===== src/sv/u16u8_pkg.sv =====
// Shared types, constants and encoding helpers for the UTF-16LE to UTF-8 transcoder.
// No dependencies; imported by the transcoder and its checker.
package u16u8_pkg;

    localparam logic [15:0] HIGH_FIRST = 16'hD800;
    localparam logic [15:0] HIGH_LAST  = 16'hDBFF;
    localparam logic [15:0] LOW_FIRST  = 16'hDC00;
    localparam logic [15:0] LOW_LAST   = 16'hDFFF;
    localparam logic [15:0] ONE_BYTE_LIMIT = 16'h0080;
    localparam logic [15:0] TWO_BYTE_LIMIT = 16'h0800;

    localparam int BUF_BYTES = 6;
    localparam int CNT_W     = $clog2(BUF_BYTES + 1);
    localparam int IDX_W     = $clog2(BUF_BYTES);

    typedef struct packed {
        logic [15:0] code_unit;
        logic        last_unit;
    } in_word_t;

    typedef struct packed {
        logic [7:0] utf8_byte;
        logic       run_last;
        logic       string_end;
    } out_word_t;

    // Up to three bytes of one BMP code point, element 0 leaves first.
    typedef struct packed {
        logic [2:0][7:0] bytes;
        logic [1:0]      len;
    } bmp_seq_t;

    function automatic logic is_high(input logic [15:0] u);
        return u inside {[HIGH_FIRST:HIGH_LAST]};
    endfunction

    function automatic logic is_low(input logic [15:0] u);
        return u inside {[LOW_FIRST:LOW_LAST]};
    endfunction

    function automatic bmp_seq_t encode_bmp(input logic [15:0] u);
        bmp_seq_t s;
        s = '0;
        if (u < ONE_BYTE_LIMIT)
        begin
            s.bytes[0] = {1'b0, u[6:0]};
            s.len      = 2'd1;
        end
        else if (u < TWO_BYTE_LIMIT)
        begin
            s.bytes[0] = {3'b110, u[10:6]};
            s.bytes[1] = {2'b10, u[5:0]};
            s.len      = 2'd2;
        end
        else
        begin
            s.bytes[0] = {4'b1110, u[15:12]};
            s.bytes[1] = {2'b10, u[11:6]};
            s.bytes[2] = {2'b10, u[5:0]};
            s.len      = 2'd3;
        end
        return s;
    endfunction

endpackage


===== src/sv/utf16le_to_utf8_transcoder.sv =====
// UTF-16LE code unit to UTF-8 byte stream transcoder, top level.
// Depends on u16u8_pkg for the word types and the BMP encoder.

// One 16-bit code unit enters per input word and leaves as zero to six UTF-8
// bytes, one byte per output word. A code unit is taken every cycle as long as
// the byte buffer is empty or hands out its last byte: an item holds one to
// three bytes for BMP units, four for a surrogate pair, none for a held high
// surrogate and up to six when a held high surrogate is flushed ahead of a new
// unit, so the emitted bytes, not the code units, set the sustained rate. A
// unit passes an input register, is encoded in one pass and loaded into a
// six-byte output buffer, which is what sets the throughput. Unpaired
// surrogates are emitted as three-byte sequences.
module utf16le_to_utf8_transcoder
    import u16u8_pkg::*;
(
    input  logic      clk,
    input  logic      rst_n,
    input  logic      in_valid,
    output logic      in_ready,
    input  in_word_t  in_word,
    output logic      out_valid,
    input  logic      out_ready,
    output out_word_t out_word
);

    logic                           s1_valid_reg;
    in_word_t                       s1_word_reg;
    logic                           held_valid_reg, held_valid_next;
    logic [9:0]                     held_bits_reg, held_bits_next;
    logic [BUF_BYTES-1:0][7:0]      buf_reg, buf_next;
    logic [CNT_W-1:0]               cnt_reg, cnt_next;
    logic [IDX_W-1:0]               idx_reg;
    logic                           last_reg;

    logic       buf_free;
    logic       s1_move;
    logic       unit_high;
    logic       unit_low;
    bmp_seq_t   unit_seq;
    bmp_seq_t   held_seq;
    logic [4:0] plane;

    assign out_valid = (cnt_reg != '0);
    assign buf_free  = (cnt_reg == '0) ||
                       ((cnt_reg == CNT_W'(1)) && out_ready);
    assign s1_move   = s1_valid_reg && buf_free;
    assign in_ready  = !s1_valid_reg || buf_free;

    assign out_word.utf8_byte  = buf_reg[idx_reg];
    assign out_word.run_last   = (cnt_reg == CNT_W'(1));
    assign out_word.string_end = (cnt_reg == CNT_W'(1)) && last_reg;

    assign unit_high = is_high(s1_word_reg.code_unit);
    assign unit_low  = is_low(s1_word_reg.code_unit);
    assign unit_seq  = encode_bmp(s1_word_reg.code_unit);
    assign held_seq  = encode_bmp({6'b110110, held_bits_reg});
    assign plane     = {1'b0, held_bits_reg[9:6]} + 5'd1;

    always_comb
    begin
        buf_next        = '0;
        cnt_next        = '0;
        held_valid_next = unit_high && !s1_word_reg.last_unit;
        held_bits_next  = held_valid_next ? s1_word_reg.code_unit[9:0] : 10'd0;
        if (held_valid_reg && unit_low)
        begin
            // Pair: code point is 0x10000 plus the twenty payload bits.
            buf_next[0] = {5'b11110, plane[4:2]};
            buf_next[1] = {2'b10, plane[1:0], held_bits_reg[5:2]};
            buf_next[2] = {2'b10, held_bits_reg[1:0], s1_word_reg.code_unit[9:6]};
            buf_next[3] = {2'b10, s1_word_reg.code_unit[5:0]};
            cnt_next    = CNT_W'(4);
        end
        else if (held_valid_reg)
        begin
            buf_next[0] = held_seq.bytes[0];
            buf_next[1] = held_seq.bytes[1];
            buf_next[2] = held_seq.bytes[2];
            cnt_next    = CNT_W'(3);
            if (!held_valid_next)
            begin
                buf_next[3] = unit_seq.bytes[0];
                buf_next[4] = unit_seq.bytes[1];
                buf_next[5] = unit_seq.bytes[2];
                cnt_next    = CNT_W'(3) + CNT_W'(unit_seq.len);
            end
        end
        else if (!held_valid_next)
        begin
            buf_next[0] = unit_seq.bytes[0];
            buf_next[1] = unit_seq.bytes[1];
            buf_next[2] = unit_seq.bytes[2];
            cnt_next    = CNT_W'(unit_seq.len);
        end
    end

    always_ff @(posedge clk or negedge rst_n)
    begin
        if (!rst_n)
        begin
            s1_valid_reg   <= 1'b0;
            held_valid_reg <= 1'b0;
            held_bits_reg  <= '0;
            cnt_reg        <= '0;
            idx_reg        <= '0;
        end
        else
        begin
            if (in_ready)
            begin
                s1_valid_reg <= in_valid;
            end
            if (s1_move)
            begin
                held_valid_reg <= held_valid_next;
                held_bits_reg  <= held_bits_next;
                cnt_reg        <= cnt_next;
                idx_reg        <= '0;
            end
            else if (out_valid && out_ready)
            begin
                cnt_reg <= cnt_reg - CNT_W'(1);
                idx_reg <= idx_reg + IDX_W'(1);
            end
        end
    end

    always_ff @(posedge clk)
    begin
        if (in_ready && in_valid)
        begin
            s1_word_reg <= in_word;
        end
        if (s1_move)
        begin
            buf_reg  <= buf_next;
            last_reg <= s1_word_reg.last_unit;
        end
    end

endmodule


===== config.mk =====
export PLATFORM = sky130hd
export DESIGN_NAME = utf16le_to_utf8_transcoder
export DESIGN_NICKNAME = d
export VERILOG_FILES = /design/src/sv/u16u8_pkg.sv /design/src/sv/utf16le_to_utf8_transcoder.sv
export SDC_FILE = /design/constraint.sdc
export NUM_CORES = 1
export LEC_CHECK = 0
export BUFFER_PORTS_ARGS = -buffer_cell sky130_fd_sc_hd__buf_2
export CORE_MARGIN = 4
export CORE_UTILIZATION = 50
export CTS_CLUSTER_DIAMETER = 50
export DETAILED_ROUTE_END_ITERATION = 10
export PLACE_DENSITY = 0.69
export SYNTH_ARGS = -nofsm -noshare
export SYNTH_HDL_FRONTEND = slang
export SYNTH_SLANG_ARGS = --single-unit

===== constraint.sdc =====
create_clock -name clk -period 3.55 [get_ports clk]
set_input_delay 0.5325 -clock clk [delete_from_list [all_inputs] [get_ports clk]]
set_output_delay 0.5325 -clock clk [all_outputs]
set_load 0.02 [all_outputs]

==> flow_summary_export.csv <==
group,metric,value,unit
detailed_routing,route.detailed.wl_per_inst,17.8,µm
timing,setup_repair_after_global_routing_missed_its_margin,"false",
timing,timing.clock.skew,0.00360,ns
clock_tree,cts_setup_buffers,0,
floorplanning,ios,33,
floorplanning,core_area,7410,µm²
setup_path,path_buf_inv,2,
synthesis,number_of_library_cell_types_mapped_by_synthesis,58,
finish,max_ffs_per_register,43,
finish,finalCoreUtilization,0.576,
detailed_routing,detail_route.drc_violations,0,
finish,final_nets,361,
synthesis,netlist_area,3870,µm²
timing,maxSlewHeadroom,0.411,
clock_tree,ctsResizeCount,0,
clock_tree,number_of_buffers_created_by_cts,9,
synthesis,synth-edff-count,61,
timing,worstMarginPinSlew,0.879,ns
timing,fin_crit_sh,0.759,
setup_path,timing.critical_path.fanout_max,16,
timing,achievable-frequency,371,MHz
finish,drive_above_1_share,0.215,
global_route,use_met1,0.262,
setup_path,timing.critical_path.cells,"mux4_2 > inv_1 > o22ai_1 > buf_2",
setup_path,worst_ep_arrival_time,2.16,ns
setup_path,timing.critical_path.slowest_stage_cell,"dfrtp_1",
place,routabilityCongestion,0.907,
detailed_routing,routed_via_count,2527,
timing,setup_viol,0,
place,dpl_ws,1.04,ns
detailed_routing,drt_iter0_drc,226,
floorplanning,chipWidth,96.0,µm
power_and_ir_drop,ir_worst_vdd,384,µV
timing,worst_slack,0.856,ns
finish,areaGrowthSynthToFinish,10.2,%
detailed_routing,firstDrtPassIters,5,
setup_path,cp_top_family,"flip-flops",
hold_path,holdCritPathClass,"in -> async",
finish,layout.cell_area.non_filler,4270,µm²
setup_path,reg2reg_slack,1.03,ns
synthesis,yosysWarnings,0,
global_route,globalRouteMet2Util,0.287,
clock_tree,ctsHtreeMaxLevel,3,
clock_tree,cts_tree,"built",
floorplanning,design.die.area,9220,µm²
global_route,busiest_layer,"met2",
global_route,largest_net_degree_at_the_start_of_global_routing,28,
global_route,antenna_found_initial,0,
place,numPortBuffers,32,
detailed_routing,wirelength,7.81,mm
timing,drv_slew,0,
synthesis,post_synth.cell_area_avg,12.6,µm²
finish,filler_cell_count,640,
detailed_routing,vias_per_cell,5.76,
global_route,global_route_wire_length_before_repair,12.9,mm
global_route,total_track_usage,0.189,
power_and_ir_drop,leakagePower,1.63,nW
clock_tree,clock_insertion_delay_worst_skew,0.35,ns
setup_path,timing.critical_path.from_type,"flop",
clock_tree,library_cell_used_as_clock_root_buffer,"clkbuf_8",
floorplanning,placementRows,31,
setup_path,criticalPathCategory,"reg -> out",
job,maxCapViolCount,0,
clock_tree,cts_sinks,79,
timing,finalHoldWorstSlack,0.104,ns
global_route,globalRouteOverflowTotal,0,
global_route,grt.met3_usage,0.0438,
finish,num_antenna_cells,0,
synthesis,synthCells,308,
status,run_status,"completed",
synthesis,synth_flop_cell,"edfxtp_1",
timing,final_period_minus_worst_setup_slack,2.69,ns
floorplanning,fp.dieH,96.0,µm
synthesis,ff_latch_count_synth,79,
clock_tree,post_cts_hold_buffer_count,0,
place,dpl_cell_area,4090,µm²
synthesis,synth_fp_nets,334,
timing,tns,0,ns
global_route,number_of_global_route_vias_before_repair,2512,
setup_path,worst_setup_path_end_kind,"output pin",
timing,hold_viol,0,
power_and_ir_drop,power-per-cell-area,755,nW/µm²
place,place.detailed.hpwl,5.63,mm
setup_path,worst-endpoint-required,3.02,ns
floorplanning,floorplan.initialDensity,0.523,
clock_tree,clk_path_buf_depth,2,
detailed_routing,antenna_violating_nets_remaining,0,
synthesis,asyncSetResetFlopFracSynth,0.228,
synthesis,sequential_to_total_area_share_from_yosys_stat,0.589,
setup_path,critical-path-max-stage-delay,0.87,ns
clock_tree,worst_setup_hold_path_clk_slew,0.07,ns
placed cells by master, fill, tap and decap left out, types with 2 or more instances in the layout:
cell type / netlist / final
a21o_1: 3 / 3
a21oi_1: 11 / 11
a22o_1: 10 / 10
a22oi_1: 5 / 5
a31oi_1: 3 / 3
and2_1: 8 / 8
buf_2: 5 / 32
buf_4: 2 / 3
clkbuf_8: 0 / 9
clkinv_1: 0 / 3
clkinv_2: 0 / 2
dfrtp_1: 18 / 18
edfxtp_1: 61 / 61
ha_1: 5 / 5
inv_1: 11 / 11
mux2_2: 4 / 4
mux2i_1: 18 / 18
mux4_2: 6 / 6
nand2_1: 29 / 29
nand2b_1: 5 / 5
nand3_1: 5 / 5
nor2_1: 15 / 15
nor2b_1: 4 / 4
nor3_1: 3 / 3
nor3_2: 2 / 2
o21ai_0: 14 / 14
o21ai_1: 4 / 4
o22ai_1: 8 / 8
o31ai_1: 2 / 2
or2_2: 2 / 2
or3_1: 2 / 2
xnor2_1: 2 / 2
xor2_1: 2 / 2
report_power, final:
group          total (W)  internal [W]  switching (W)  leakage, nW
clock           0.000614      0.000315       0.000299       0.0925
sequential       0.00158       0.00135       0.000239        0.800
combinational    0.00102      0.000428       0.000594        0.734
total            0.00322       0.00209        0.00113         1.63
area by class of cell:
class	instances	area [µm²]	area share
flip-flops and latches	79	2280	0.535
well taps	99	124	0.0290
inverters	11	41.3	0.00968
multi-input cells	198	1440	0.337
repair buffers	36	203	0.0475
clock buffers	10	128	0.0299
clock inverters	6	51.3	0.0120
cell families (layout without fill, tap and decap cells):
| family | count (synthesis) | after routing | synth area share |
|---|---|---|---|
| mux | 30 | 30 | 0.0998 |
| xor+xnor | 4 | 4 | 0.00905 |
| compound gates | 70 | 70 | 0.120 |
| buf+inv | 31 | 63 | 0.0394 |
| fa+ha+maj | 5 | 5 | 0.0162 |
| flops | 79 | 79 | 0.589 |
| simple gates | 89 | 89 | 0.126 |
metal layers:
layer	vias up	part of all wire	wire, µm
met1	1214	0.45	3510
met4	0	0.020	153
met2	97	0.47	3680
li1	1196	-	-
met3	20	0.061	473
met5	-	0	0
worst register-to-register path: stages, from the launching register on:
cell	delay, ns
dfrtp_1	0.41
inv_1	0.10
ha_1	0.17
a21oi_1	0.04
or3b_2	0.60
inv_1	0.61
buf_12	0.28
synthesized netlist by cell type (4+ instances only):
cell type,number,area (µm²)
a22oi_1,5,37.5
ha_1,5,62.6
o21ai_1,4,20.0
mux4_2,6,135
nand2_1,29,109
buf_2,5,25.0
nand2b_1,5,31.3
a22o_1,10,87.6
and2_1,8,50.1
nor2_1,15,56.3
clkbuf_1,10,37.5
a21oi_1,11,55.1
nor2b_1,4,25.0
mux2i_1,18,180
inv_1,11,41.3
o21ai_0,14,70.1
o22ai_1,8,50.1
edfxtp_1,61,1830
nand3_1,5,25.0
mux2_2,4,45.0
dfrtp_1,18,450
per-stage QoR:
stage	instances	total power, W
global placement	423	0.00260
global route	439	0.00342
CTS	439	0.00325
detailed placement	423	0.00264
floorplan	308	0.00230
finish	439	0.00322
worst paths after layout:
path	startpoint	to	cells after the start
max in group asynchronous	rst_n	held_bits_reg[8]	1
hold / removal	rst_n	cnt_reg[0]	1
min in group clk	in_word[14]	s1_word_reg[14]	1
setup reg to reg	cnt_reg[0]	buf_reg[19]	6
setup / recovery	idx_reg[0]	out_word[4]	4
hold reg to reg	cnt_reg[1]	cnt_reg[1]	2
No activity file was read; power rests on OpenSTA's default activity.
